**src/bmp2rgb_pkg.sv**
```systemverilog
// Package for the BMP to RGB565 stream decoder.
// Holds the item types, result kinds, parse phases and header constants.
// No dependencies.
`default_nettype none

package bmp2rgb_pkg;

  // Default screen size.
  localparam int ScreenColsDefault = 320;
  localparam int ScreenRowsDefault = 240;

  // Header layout.
  localparam logic [31:0] HdrLen = 32'd54;
  localparam logic [31:0] OffPos = 32'd10;
  localparam logic [31:0] WidPos = 32'd18;
  localparam logic [31:0] HgtPos = 32'd22;
  localparam logic [31:0] FieldLen = 32'd4;

  // Queue between parser and output side.
  localparam int QueueDepth = 4;
  localparam int QueuePtrW = $clog2(QueueDepth);
  localparam int QueueCntW = $clog2(QueueDepth + 1);

  typedef enum logic [1:0] {
    KIND_CLEAR   = 2'd0,
    KIND_PIXEL   = 2'd1,
    KIND_HDR_ERR = 2'd2,
    KIND_DONE    = 2'd3
  } kind_e;

  typedef enum logic [5:0] {
    PH_HEADER   = 6'b000001,
    PH_SKIP     = 6'b000010,
    PH_PIXEL    = 6'b000100,
    PH_PAD      = 6'b001000,
    PH_COMPLETE = 6'b010000,
    PH_ENDED    = 6'b100000
  } phase_e;

  typedef struct packed {
    logic [7:0] byte_value;
    logic       first_byte;
    logic       end_of_file;
  } in_item_t;

  typedef struct packed {
    logic [1:0]  kind;
    logic [8:0]  pixel_x;
    logic [7:0]  pixel_y;
    logic [15:0] color;
    logic        last_in_run;
  } out_item_t;

  typedef struct packed {
    logic [1:0]  kind;
    logic [8:0]  pixel_x;
    logic [7:0]  pixel_y;
    logic [15:0] color;
  } result_t;

  // Results of one input byte: the first result, and whether a file-done
  // result follows it.
  typedef struct packed {
    result_t first;
    logic    two;
  } bundle_t;

endpackage

`default_nettype wire

```
**src/bmp2rgb_front.sv**
```systemverilog
// Parser of the BMP to RGB565 decoder: header capture, skip, pixel packing.
// Produces one bundle of up to two results per byte. Uses bmp2rgb_pkg.
`default_nettype none

module bmp2rgb_front #(
  parameter int SCREEN_COLS = bmp2rgb_pkg::ScreenColsDefault,
  parameter int SCREEN_ROWS = bmp2rgb_pkg::ScreenRowsDefault
) (
  input  logic                  clk_i,
  input  logic                  rst_ni,
  input  logic                  accept_i,
  input  bmp2rgb_pkg::in_item_t in_item_i,
  output logic                  push_o,
  output bmp2rgb_pkg::bundle_t  bundle_o
);

  localparam int RowW = $clog2(SCREEN_ROWS + 1);

  logic [31:0]         pos_q, pos_d, pos_c;
  logic [31:0]         offset_q, offset_d, offset_c;
  logic [31:0]         width_q, width_d, width_c;
  logic [31:0]         height_q, height_d, height_c;
  logic [31:0]         column_q, column_d, column_c;
  logic [RowW-1:0]     row_q, row_d, row_c;
  logic [1:0]          trip_q, trip_d, trip_c;
  logic [15:0]         held_q, held_d, held_c;
  logic [1:0]          pad_q, pad_d, pad_c;
  bmp2rgb_pkg::phase_e phase_q, phase_d, phase_c;

  logic                 has_res;
  logic                 do_pix;
  logic                 do_end_row;
  logic                 empty_img;
  logic [1:0]           lane;
  logic [RowW-1:0]      row_inc;
  logic                 row_done;
  logic [31:0]          col_inc;
  logic [7:0]           b;
  bmp2rgb_pkg::result_t res;
  bmp2rgb_pkg::result_t eof_res;

  assign b = in_item_i.byte_value;

  // A first byte starts the parse over from the reset values.
  always_comb begin
    if (in_item_i.first_byte) begin
      pos_c    = '0;
      offset_c = '0;
      width_c  = '0;
      height_c = '0;
      column_c = '0;
      row_c    = '0;
      trip_c   = '0;
      held_c   = '0;
      pad_c    = '0;
      phase_c  = bmp2rgb_pkg::PH_HEADER;
    end else begin
      pos_c    = pos_q;
      offset_c = offset_q;
      width_c  = width_q;
      height_c = height_q;
      column_c = column_q;
      row_c    = row_q;
      trip_c   = trip_q;
      held_c   = held_q;
      pad_c    = pad_q;
      phase_c  = phase_q;
    end
  end

  // All header fields start at an offset of 2 modulo 4, so the byte lane
  // within a field follows from the low position bits.
  assign lane      = pos_c[1:0] + 2'd2;
  assign empty_img = (width_c == '0) || (height_c == '0);
  assign row_inc   = row_c + RowW'(1);
  assign row_done  = (32'(row_inc) >= height_c) || (row_inc >= RowW'(SCREEN_ROWS));
  assign col_inc   = column_c + 32'd1;

  always_comb begin
    pos_d      = pos_c;
    offset_d   = offset_c;
    width_d    = width_c;
    height_d   = height_c;
    column_d   = column_c;
    row_d      = row_c;
    trip_d     = trip_c;
    held_d     = held_c;
    pad_d      = pad_c;
    phase_d    = phase_c;
    has_res    = 1'b0;
    res        = '0;
    eof_res    = '0;
    do_pix     = 1'b0;
    do_end_row = 1'b0;
    bundle_o   = '0;
    push_o     = 1'b0;

    if (phase_c != bmp2rgb_pkg::PH_ENDED) begin
      case (phase_c)
        bmp2rgb_pkg::PH_HEADER: begin
          if (pos_c >= bmp2rgb_pkg::OffPos &&
              pos_c < bmp2rgb_pkg::OffPos + bmp2rgb_pkg::FieldLen) begin
            offset_d[8*lane +: 8] = b;
          end else if (pos_c >= bmp2rgb_pkg::WidPos &&
                       pos_c < bmp2rgb_pkg::WidPos + bmp2rgb_pkg::FieldLen) begin
            width_d[8*lane +: 8] = b;
          end else if (pos_c >= bmp2rgb_pkg::HgtPos &&
                       pos_c < bmp2rgb_pkg::HgtPos + bmp2rgb_pkg::FieldLen) begin
            height_d[8*lane +: 8] = b;
          end
          if (pos_c == bmp2rgb_pkg::HdrLen - 32'd1) begin
            has_res  = 1'b1;
            res.kind = bmp2rgb_pkg::KIND_CLEAR;
            if (offset_c > bmp2rgb_pkg::HdrLen) begin
              phase_d = bmp2rgb_pkg::PH_SKIP;
            end else if (empty_img) begin
              phase_d = bmp2rgb_pkg::PH_COMPLETE;
            end else begin
              phase_d = bmp2rgb_pkg::PH_PIXEL;
            end
          end
        end
        bmp2rgb_pkg::PH_SKIP: begin
          if (pos_c >= offset_c) begin
            if (empty_img) begin
              phase_d = bmp2rgb_pkg::PH_COMPLETE;
            end else begin
              phase_d = bmp2rgb_pkg::PH_PIXEL;
              do_pix  = 1'b1;
            end
          end
        end
        bmp2rgb_pkg::PH_PIXEL: begin
          do_pix = 1'b1;
        end
        bmp2rgb_pkg::PH_PAD: begin
          pad_d = (pad_c != 2'd0) ? pad_c - 2'd1 : 2'd0;
          if (pad_d == 2'd0) begin
            do_end_row = 1'b1;
          end
        end
        default: begin
        end
      endcase

      if (do_pix) begin
        case (trip_c)
          2'd0: begin
            held_d = {8'h00, b};
            trip_d = 2'd1;
          end
          2'd1: begin
            held_d[15:8] = b;
            trip_d       = 2'd2;
          end
          default: begin
            trip_d = 2'd0;
            if (column_c < 32'(SCREEN_COLS)) begin
              has_res     = 1'b1;
              res.kind    = bmp2rgb_pkg::KIND_PIXEL;
              res.pixel_x = column_c[8:0];
              res.pixel_y = 8'(row_c);
              res.color   = {b[7:3], held_c[15:10], held_c[7:3]};
            end
            if (col_inc == width_c) begin
              column_d = '0;
              // Row padding to four bytes is the low two bits of the width.
              pad_d    = width_c[1:0];
              if (width_c[1:0] == 2'd0) begin
                do_end_row = 1'b1;
              end else begin
                phase_d = bmp2rgb_pkg::PH_PAD;
              end
            end else begin
              column_d = col_inc;
            end
          end
        endcase
      end

      if (do_end_row) begin
        row_d   = row_inc;
        phase_d = row_done ? bmp2rgb_pkg::PH_COMPLETE : bmp2rgb_pkg::PH_PIXEL;
      end

      pos_d = (pos_c == '1) ? pos_c : pos_c + 32'd1;

      if (in_item_i.end_of_file) begin
        eof_res.kind = (phase_d == bmp2rgb_pkg::PH_HEADER) ?
                       bmp2rgb_pkg::KIND_HDR_ERR : bmp2rgb_pkg::KIND_DONE;
        phase_d      = bmp2rgb_pkg::PH_ENDED;
      end

      if (has_res) begin
        bundle_o.first = res;
        bundle_o.two   = in_item_i.end_of_file;
      end else begin
        bundle_o.first = eof_res;
      end
      push_o = accept_i && (has_res || in_item_i.end_of_file);
    end
  end

  always_ff @(posedge clk_i or negedge rst_ni) begin
    if (!rst_ni) begin
      pos_q    <= '0;
      offset_q <= '0;
      width_q  <= '0;
      height_q <= '0;
      column_q <= '0;
      row_q    <= '0;
      trip_q   <= '0;
      held_q   <= '0;
      pad_q    <= '0;
      phase_q  <= bmp2rgb_pkg::PH_HEADER;
    end else if (accept_i) begin
      pos_q    <= pos_d;
      offset_q <= offset_d;
      width_q  <= width_d;
      height_q <= height_d;
      column_q <= column_d;
      row_q    <= row_d;
      trip_q   <= trip_d;
      held_q   <= held_d;
      pad_q    <= pad_d;
      phase_q  <= phase_d;
    end
  end

endmodule

`default_nettype wire

```
**src/bmp2rgb_queue.sv**
```systemverilog
// Short queue of result bundles between the parser and the output side.
// Register based, depth from bmp2rgb_pkg.
`default_nettype none

module bmp2rgb_queue (
  input  logic                 clk_i,
  input  logic                 rst_ni,
  input  logic                 push_i,
  input  bmp2rgb_pkg::bundle_t data_i,
  input  logic                 pop_i,
  output logic                 full_o,
  output logic                 empty_o,
  output bmp2rgb_pkg::bundle_t head_o
);

  bmp2rgb_pkg::bundle_t                      mem_q [bmp2rgb_pkg::QueueDepth];
  logic [bmp2rgb_pkg::QueuePtrW-1:0]         wr_ptr_q;
  logic [bmp2rgb_pkg::QueuePtrW-1:0]         rd_ptr_q;
  logic [bmp2rgb_pkg::QueueCntW-1:0]         count_q;
  logic                                      do_push;
  logic                                      do_pop;

  assign full_o  = (count_q == bmp2rgb_pkg::QueueCntW'(bmp2rgb_pkg::QueueDepth));
  assign empty_o = (count_q == '0);
  assign head_o  = mem_q[rd_ptr_q];
  assign do_push = push_i && !full_o;
  assign do_pop  = pop_i && !empty_o;

  always_ff @(posedge clk_i or negedge rst_ni) begin
    if (!rst_ni) begin
      wr_ptr_q <= '0;
      rd_ptr_q <= '0;
      count_q  <= '0;
    end else begin
      if (do_push) begin
        wr_ptr_q <= wr_ptr_q + 1'b1;
      end
      if (do_pop) begin
        rd_ptr_q <= rd_ptr_q + 1'b1;
      end
      if (do_push && !do_pop) begin
        count_q <= count_q + 1'b1;
      end else if (do_pop && !do_push) begin
        count_q <= count_q - 1'b1;
      end
    end
  end

  always_ff @(posedge clk_i) begin
    if (do_push) begin
      mem_q[wr_ptr_q] <= data_i;
    end
  end

endmodule

`default_nettype wire

```
**src/bmp2rgb_back.sv**
```systemverilog
// Output side of the BMP to RGB565 decoder: unpacks each bundle into one or
// two results and holds them in the output register. Uses bmp2rgb_pkg.
`default_nettype none

module bmp2rgb_back (
  input  logic                   clk_i,
  input  logic                   rst_ni,
  input  logic                   empty_i,
  input  bmp2rgb_pkg::bundle_t   head_i,
  output logic                   pop_o,
  output logic                   out_valid_o,
  input  logic                   out_stall_i,
  output bmp2rgb_pkg::out_item_t out_item_o
);

  bmp2rgb_pkg::bundle_t cur_q;
  logic                 valid_q;
  logic                 second_q;
  logic                 last_now;
  logic                 out_accept;

  assign last_now    = second_q || !cur_q.two;
  assign out_accept  = valid_q && !out_stall_i;
  assign pop_o       = !empty_i && (!valid_q || (out_accept && last_now));
  assign out_valid_o = valid_q;

  always_comb begin
    if (second_q) begin
      out_item_o      = '0;
      out_item_o.kind = bmp2rgb_pkg::KIND_DONE;
    end else begin
      out_item_o.kind    = cur_q.first.kind;
      out_item_o.pixel_x = cur_q.first.pixel_x;
      out_item_o.pixel_y = cur_q.first.pixel_y;
      out_item_o.color   = cur_q.first.color;
    end
    out_item_o.last_in_run = last_now;
  end

  always_ff @(posedge clk_i or negedge rst_ni) begin
    if (!rst_ni) begin
      valid_q  <= 1'b0;
      second_q <= 1'b0;
    end else if (pop_o) begin
      valid_q  <= 1'b1;
      second_q <= 1'b0;
    end else if (out_accept) begin
      if (last_now) begin
        valid_q <= 1'b0;
      end else begin
        second_q <= 1'b1;
      end
    end
  end

  always_ff @(posedge clk_i) begin
    if (pop_o) begin
      cur_q <= head_i;
    end
  end

endmodule

`default_nettype wire

```
**src/bmp24_stream_to_rgb565_pixels.sv**
```systemverilog
// Top level of the BMP to RGB565 decoder: parser, bundle queue, output side.
// Depends on bmp2rgb_pkg, bmp2rgb_front, bmp2rgb_queue and bmp2rgb_back.
//
// The block takes one file byte per cycle unless the full queue stalls the
// input, and turns a 24-bit BMP stream into a clear-screen request, RGB565
// pixel requests with screen coordinates, and a done or short-header request
// at the end of the file. Each byte is parsed combinationally, so input bytes
// are accepted back to back while the queue has room; a byte that yields two
// results (a pixel or the clear plus the end of file) holds the output
// register for both; the four-entry queue between parser and output absorbs
// that. There is no clearing pass; the block is ready right after reset.
`default_nettype none

module bmp24_stream_to_rgb565_pixels #(
  parameter int SCREEN_COLS = bmp2rgb_pkg::ScreenColsDefault,
  parameter int SCREEN_ROWS = bmp2rgb_pkg::ScreenRowsDefault
) (
  input  logic                   clk_i,
  input  logic                   rst_ni,
  input  logic                   in_valid_i,
  output logic                   in_stall_o,
  input  bmp2rgb_pkg::in_item_t  in_item_i,
  output logic                   out_valid_o,
  input  logic                   out_stall_i,
  output bmp2rgb_pkg::out_item_t out_item_o
);

  logic                 accept;
  logic                 push;
  logic                 pop;
  logic                 full;
  logic                 empty;
  bmp2rgb_pkg::bundle_t bundle;
  bmp2rgb_pkg::bundle_t head;

  assign in_stall_o = full;
  assign accept     = in_valid_i && !full;

  bmp2rgb_front #(
    .SCREEN_COLS(SCREEN_COLS),
    .SCREEN_ROWS(SCREEN_ROWS)
  ) u_front (
    .clk_i     (clk_i),
    .rst_ni    (rst_ni),
    .accept_i  (accept),
    .in_item_i (in_item_i),
    .push_o    (push),
    .bundle_o  (bundle)
  );

  bmp2rgb_queue u_queue (
    .clk_i   (clk_i),
    .rst_ni  (rst_ni),
    .push_i  (push),
    .data_i  (bundle),
    .pop_i   (pop),
    .full_o  (full),
    .empty_o (empty),
    .head_o  (head)
  );

  bmp2rgb_back u_back (
    .clk_i       (clk_i),
    .rst_ni      (rst_ni),
    .empty_i     (empty),
    .head_i      (head),
    .pop_o       (pop),
    .out_valid_o (out_valid_o),
    .out_stall_i (out_stall_i),
    .out_item_o  (out_item_o)
  );

endmodule

`default_nettype wire

```
**config.mk**
```make
export PLATFORM = sky130hd
export DESIGN_NAME = bmp24_stream_to_rgb565_pixels
export DESIGN_NICKNAME = d
export VERILOG_FILES = /design/src/bmp2rgb_pkg.sv /design/src/bmp2rgb_front.sv /design/src/bmp2rgb_queue.sv /design/src/bmp2rgb_back.sv /design/src/bmp24_stream_to_rgb565_pixels.sv
export SDC_FILE = /design/constraint.sdc
export NUM_CORES = 1
export LEC_CHECK = 0
export BUFFER_PORTS_ARGS = -buffer_cell sky130_fd_sc_hd__clkbuf_2
export CAP_MARGIN = 40
export CELL_PAD_IN_SITES_DETAIL_PLACEMENT = 1
export CELL_PAD_IN_SITES_GLOBAL_PLACEMENT = 1
export CORE_UTILIZATION = 49
export CTS_CLUSTER_DIAMETER = 200
export CTS_CLUSTER_SIZE = 12
export DETAILED_ROUTE_END_ITERATION = 12
export GPL_TIMING_DRIVEN = 0
export PLACE_DENSITY = 0.76
export SLEW_MARGIN = 20
export SYNTH_ARGS = -nofsm -noshare
export SYNTH_HDL_FRONTEND = slang
export SYNTH_SLANG_ARGS = --single-unit
```
**constraint.sdc**
```tcl
create_clock -name clk_i -period 10.4 [get_ports clk_i]
set_input_delay 1.04 -clock clk_i [delete_from_list [all_inputs] [get_ports clk_i]]
set_output_delay 1.04 -clock clk_i [all_outputs]
set_load 0.05 [all_outputs]
```
==> impl_metrics.csv, run 1 <==
group,metric,value,unit
outcome,outcome,"finished clean",
timing,clock_skew,0.0209,ns
floorplan,die_w,201,µm
logic_synthesis,muxShareOfSynthArea,4.64,%
worst_setup_path,cp.arrival,9.75,ns
floorplan,num_rows,72,
timing,tightest_slew,0.926,ns
routing,drc_errors,0,
logic_synthesis,synth_top_area_cell,"edfxtp_1",
finish,fin_nets,1927,
timing,rsz0062_at_grt,"no",
placed_design,dp.cells,2333,
timing,fin_crit_sh,89.2,%
cts,cts_resized,0,
finish,fin_cells,2401,
worst_setup_path,cp-start-kind,"primary input",
timing,final_hold_viol_count,0,
global_routing,grt_max_degree,89,
cts,cts-htree-levels,2,
logic_synthesis,synth_cells,1737,
power_and_ir_drop,p_leak,8.58,nW
floorplan,die_area,40400,µm²
global_routing,grt_pass1_vias,15900,
timing,slew_headroom,38.3,%
timing,min_period,9.28,ns
logic_synthesis,synth-compound-area-share,13.9,%
cts,cts_tree,"built",
logic_synthesis,yosys_register_bits,378,
cts,cts_num_sinks,378,
logic_synthesis,synthAdderAreaFrac,3.52,%
finish,layout-drive-gt1-share,11.5,%
timing,finalSetupViolations,0,
worst_setup_path,cp.required,10.87,ns
worst_setup_path,critical_path.endpoint_type,"flip-flop",
logic_synthesis,syn_avg_cell_area,11.2,µm²
logic_synthesis,seq_area_frac_synth,53.4,%
floorplan,chipHeight,201,µm
worst_setup_path,crit_fanout,10,
logic_synthesis,synthSimpleGateAreaFrac,18.3,%
finish,antennaDiodeCount,0,
power_and_ir_drop,vdd.ir_drop.worst,130,µV
run,maxCapViolCount,0,
cts,clock_path_buffers,3,
placed_design,hpwl,45500,µm
finish,utilization,56.1,%
logic_synthesis,async_flop_share,52.4,%
routing,ant_nets,0,
cts,cts_buffers,37,
floorplan,start_util,50.0,%
finish,syn2layout_area_growth,12.2,%
global_routing,grt.total_usage,31.5,%
floorplan,core_area,38800,µm²
finish,fill_cells,4139,
global_routing,antenna_found_initial,0,
routing,dr.pass1.iters,8,
timing,final_max_slew_viol_count,0,
global_routing,grt_first_pass_wirelength,96600,µm
logic_synthesis,synthXorXnorAreaFrac,3.64,%
cts,postCtsHoldBufs,0,
cts,clk_pin_slew,0.06,ns
finish,design_area,21800,µm²
routing,drt_iter0_drc,1150,
logic_synthesis,synth_common_cells,"dfrtp_1, nand2_1, edfxtp_1",
logic_synthesis,ys.flop_type,"dfrtp_1",
power_and_ir_drop,cellPowerDensity,197,nW/µm²
worst_setup_path,path_class,"primary input to flip-flop",
cts,root_buffer,"clkbuf_16",
logic_synthesis,synthTopCellsByArea,"edfxtp_1, dfrtp_1, mux4_2, nand2_1, ha_1",
logic_synthesis,ys_warn_count,0,
cts,cts_setup_buffers,0,
logic_synthesis,synthesis.area,19400,µm²
routing,vias_per_cell,6.30,
timing,clock.fmax,108,MHz
floorplan,io-pin-count,52,
logic_synthesis,synth-edff-count,180,
logic_synthesis,ys_types,87,
placed_design,dpl_cell_area,20700,µm²
placed_design,portBuffers,51,
global_routing,grt-ovfl-total,0,
routing,drt-total-wl,62200,µm
cts,clk_latency,0.57,ns
routing,wl_per_cell,25.9,µm
logic_synthesis,synth.top_cell.area_share,27.8,%
routing,routed-via-count,15100,
hold_path,hold_class,"primary input to asynchronous set/reset pin",
logic_synthesis,synth.net_count,1805,
placed_design,place_congestion,0.898,
logic_synthesis,synth.most_common_cell,"dfrtp_1",
logic_synthesis,synth_top_family_by_area,"simple AND/OR/NAND/NOR gates",
state kept, by name, indices dropped and copies added, names as in the netlist:
signal              cells
u_front.column_q       32
u_front.phase_q         6
u_front.pad_q           2
u_front.width_q        32
u_queue.count_q         3
u_queue.wr_ptr_q        2
u_front.offset_q       32
u_back.cur_q           36
u_front.row_q           8
u_front.pos_q          32
u_back.second_q         1
u_front.held_q         11
u_queue.rd_ptr_q        2
u_queue.mem_q         144
u_back.out_valid_o      1
u_front.trip_q          2
u_front.height_q       32
metal layers:
metal  up-vias  track usage, %  wire length [µm]
li1       6729               -                 -
met1      7747            43.0             26600
met2       509            51.1             29600
met3       139            4.33              3730
met4         0            12.4              2260
met5         -               0                 0
cells by family after synthesis:
| kind of cell | count (synthesis) |
|---|---|
| AOI/OAI and AO/OA | 378 |
| xor gates and xnor gates | 79 |
| adders and majority gates | 54 |
| buffers and inverters | 129 |
| DFF | 378 |
| muxes | 44 |
| and+or+nand+nor | 675 |
worst max-delay path, cell delays in order:
cell      delay (ns)
clkbuf_2        0.13
buf_2           0.27
buf_2           0.43
buf_2           0.44
clkbuf_1        0.48
buf_1           0.39
buf_6           0.22
clkbuf_1        0.59
clkbuf_1        0.76
clkbuf_1        0.69
nor2_1          0.14
ha_1            0.34
a21oi_1         0.07
o21ai_0         0.25
a21oi_1         0.13
or4_1           0.51
o211ai_1        0.33
nand4_1         0.29
nor2_1          0.55
o31a_1          0.40
ha_1            0.25
inv_1           0.08
fa_1            0.42
xor2_1          0.20
nor2_1          0.18
xnor2_1         0.14
power breakdown:
part / switching [mW] / internal, mW / total (mW) / leakage [nW]
Clock: 0.580 / 0.667 / 1.25 / 0.496
Combinational: 0.828 / 0.381 / 1.21 / 3.61
Sequential: 0.0763 / 1.76 / 1.83 / 4.48
Total: 1.48 / 2.81 / 4.29 / 8.58
cell type report:
type | count | area (µm²) | area share (%)
Tap cell | 518 | 648 | 2.98
Timing Repair Buffer | 83 | 664 | 3.05
Buffer | 99 | 409 | 1.88
Multi-Input combinational cell | 1230 | 8540 | 39.2
Inverter | 30 | 113 | 0.517
Sequential cell | 378 | 10400 | 47.6
Clock buffer | 60 | 1010 | 4.65
Clock inverter | 3 | 26.3 | 0.121
path summary, 6_finish.rpt:
kind	startpoint	to	slack, ns	cells after the start
max in group asynchronous	rst_ni	u_front.column_q[12]$_DFFE_PN0P_	9.19	2
max reg2reg	u_front.column_q[0]$_DFFE_PN0P_	u_front.column_q[20]$_DFFE_PN0P_	5.39	14
max	in_item_i[1]	u_queue.count_q[2]$_DFFE_PN0P_	1.12	26
min	rst_ni	u_front.pos_q[3]$_DFFE_PN0P_	0.42	1
min reg2reg	u_front.pad_q[1]$_DFFE_PN0P_	u_front.pad_q[1]$_DFFE_PN0P_	0.49	2
min in group clk_i	u_front.pad_q[1]$_DFFE_PN0P_	u_front.pad_q[1]$_DFFE_PN0P_	0.49	2
stage by stage:
stage / power, mW / hold WS, ns / setup TNS (ns) / setup slack (ns)
6_report: 4.29 / 0.419 / 0 / 1.12
2_1_floorplan: 2.66 / 0.449 / 0 / 3.91
3_5_place_dp: 3.07 / 0.478 / 0 / 1.07
4_1_cts: 4.32 / 0.419 / 0 / 1.39
5_1_grt: 4.45 / 0.447 / 0 / 1.03
3_3_place_gp: 2.98 / 0.460 / -24.81 / -0.190
placed cells by master, fill, tap and decap left out, types with 52 or more instances in the layout:
cell and count:
nor2b_1 76, dfrtp_1 197, nand2_1 194, clkbuf_1 92, a22o_1 73, ha_1 53
nor2_1 99, edfxtp_1 180, clkbuf_2 52, o21ai_0 76, a21oi_1 71
Power figures use the tool's default switching activity.
==> inputs of run 2 (changes only) <==
CORE_MARGIN = 8   (was unset)
SETUP_SLACK_MARGIN = 0.02   (was unset)
==> run 2 against run 1 <==
Combinational power barely moved. Largest power group unchanged. Critical path type unchanged. Register-to-register slack is essentially flat. First-iteration DRC count down 8.6%. Global-route usage fell by 5.4 points. Non-clock buffer count shrank 2. Cell count rose by 0.25%. Flip-flop and latch count unchanged. Setup slack better by 0.50 ns. Clock skew increased by 0.0026 ns. Wire length decreased by 2.0%. Via count is 0.35% lower. Critical path depth is 1 higher. Critical endpoint unchanged.
==> impl_metrics.csv, run 2 (synthesized netlist as in run 1, its figures left out) <==
group,metric,value,unit
outcome,outcome,"finished clean",
placed_design,portBuffers,51,
finish,layout_common_cells,"dfrtp_1, nand2_1, edfxtp_1",
finish,largest_register,"u_queue.mem_q",
routing,met3_length,3630,µm
cts,cts_buffers,37,
routing,dr.pass1.iters,5,
power_and_ir_drop,vdd.ir_drop.worst,119,µV
cts,root_buffer,"clkbuf_16",
timing,final_hold_viol_count,0,
hold_path,hold_class,"primary input to asynchronous set/reset pin",
floorplan,num_rows,73,
cts,cts_setup_buffers,0,
global_routing,grt_first_pass_wirelength,95100,µm
finish,syn2layout_area_growth,12.2,%
placed_design,place_ws,1.17,ns
cts,cts-htree-levels,2,
worst_setup_path,cp-start-kind,"primary input",
worst_setup_path,critical_path.endpoint_type,"flip-flop",
routing,drt_iter0_drc,1051,
cts,cts_tree,"built",
finish,layout_commonest_cell,"dfrtp_1",
finish,fin_nets,1925,
timing,clock_skew,0.0235,ns
finish,largest_reg_flops,144,
timing,final.setup.worst_slack,1.62,ns
global_routing,grt_pass1_vias,15700,
worst_setup_path,critPathMaxStageDelay,0.58,ns
cts,cts_num_sinks,378,
global_routing,grt.total_usage,26.2,%
timing,rsz0062_at_grt,"no",
worst_setup_path,cp.arrival,9.24,ns
routing,drt-total-wl,60900,µm
timing,fin_crit_sh,84.4,%
cts,clk_latency,0.56,ns
finish,layout-drive-gt1-share,11.4,%
routing,wl_met2,29300,µm
global_routing,grt-ovfl-total,0,
power_and_ir_drop,p_total,4.27,mW
worst_setup_path,cp.required,10.86,ns
routing,ant_nets,0,
placed_design,place_congestion,0.937,
global_routing,grt_max_degree,84,
timing,min_period,8.78,ns
routing,vias_per_cell,6.26,
power_and_ir_drop,p_leak,8.57,nW
worst_setup_path,cp_common_cell,"clkbuf_1",
routing,highest_layer,"met5",
routing,wl_per_cell,25.3,µm
finish,largestRegisters,"u_queue.mem_q x144, u_back.cur_q x36",
placed_design,hpwl,45000,µm
finish,utilization,55.2,%
worst_setup_path,path_class,"primary input to flip-flop",
finish,regArea,10400,µm²
finish,multi_input_area,8540,µm²
routing,routed-via-count,15100,
floorplan,die_area,46200,µm²
routing,drc_errors,0,
timing,finalSetupTns,0,ns
cts,cts_resized,0,
global_routing,antenna_found_initial,1,
cts,clock_path_buffers,3,
timing,slew_headroom,37.0,%
timing,tightest_slew,0.933,ns
worst_setup_path,r2r_end,"u_front.column_q[20]$_DFFE_PN0P_",
floorplan,die_w,215,µm
worst_setup_path,cpMaxStageDelayCell,"clkbuf_1",
run,maxCapViolCount,0,
worst_setup_path,crit_fanout,10,
floorplan,core_area,39500,µm²
worst_setup_path,r2r_slack,5.40,ns
cts,clk_pin_slew,0.06,ns
power_and_ir_drop,cellPowerDensity,196,nW/µm²
timing,clock.fmax,114,MHz
worst_setup_path,reg2reg_from,"u_front.column_q[0]$_DFFE_PN0P_",
floorplan,chipHeight,215,µm
floorplan,io-pin-count,52,
routing,met1_length,26100,µm
finish,fill_cells,4284,
worst_setup_path,reg2reg_depth,14,
timing,finalSetupViolations,0,
timing,final_max_slew_viol_count,0,
floorplan,start_util,49.2,%
cts,postCtsHoldBufs,0,
## run 2: power by group
| group | switching (mW) | leakage, nW | internal, mW | total (mW) |
|---|---|---|---|---|
| combinational | 0.822 | 3.60 | 0.381 | 1.20 |
| sequential | 0.0737 | 4.48 | 1.76 | 1.83 |
| clock | 0.567 | 0.496 | 0.667 | 1.23 |
## run 2: area by class of cell
class,instances,area share [%]
Antenna cell,1,0.0115
Buffer,99,1.88
Clock buffer,60,4.65
Clock inverter,3,0.121
Inverter,30,0.517
Multi-Input combinational cell,1230,39.2
Sequential cell,378,47.6
Tap cell,525,3.02
Timing Repair Buffer,81,3.00
## run 2: metal layers
| metal | up-vias | GRT usage, % |
|---|---|---|
| met4 | 2 | 8.76 |
| met2 | 466 | 43.5 |
| met5 | - | 0 |
| li1 | 6716 | - |
| met1 | 7775 | 34.5 |
| met3 | 112 | 4.44 |
## run 2: how the worst max path moves through the flow
| stage | startpoint | endpoint | slack (ns) | cells after the start |
|---|---|---|---|---|
| 6_report | in_item_i[1] | u_queue.count_q[2]$_DFFE_PN0P_ | 1.62 | 27 |
| 5_1_grt | in_item_i[1] | u_queue.count_q[2]$_DFFE_PN0P_ | 1.27 | 27 |
| 4_1_cts | in_item_i[1] | u_queue.mem_q[0][27]$_DFFE_PP_ | 1.69 | 22 |
| 3_5_place_dp | in_item_i[1] | u_queue.count_q[2]$_DFFE_PN0P_ | 1.17 | 26 |
| 3_3_place_gp | in_item_i[1] | u_queue.mem_q[0][33]$_DFFE_PP_ | -0.11 | 20 |
| 2_1_floorplan | in_item_i[1] | u_queue.mem_q[0][0]$_DFFE_PP_ | 3.91 | 18 |
## run 2: through the flow
stage / hold slack, ns / instances / cell area (µm²)
finish: 0.413 / 2407 / 21800
global route: 0.427 / 2406 / 21800
CTS: 0.409 / 2400 / 21700
detailed placement: 0.467 / 2337 / 20700
global placement: 0.459 / 2313 / 20300
floorplan: 0.449 / 1737 / 19400
## run 2: worst max-delay path, delay by kind of cell
kind	cells	cell delay [ns]
xor+xnor	2	0.30
compound gates	5	1.17
buf+inv	12	4.20
fa+ha+maj	3	0.97
simple gates	5	1.54
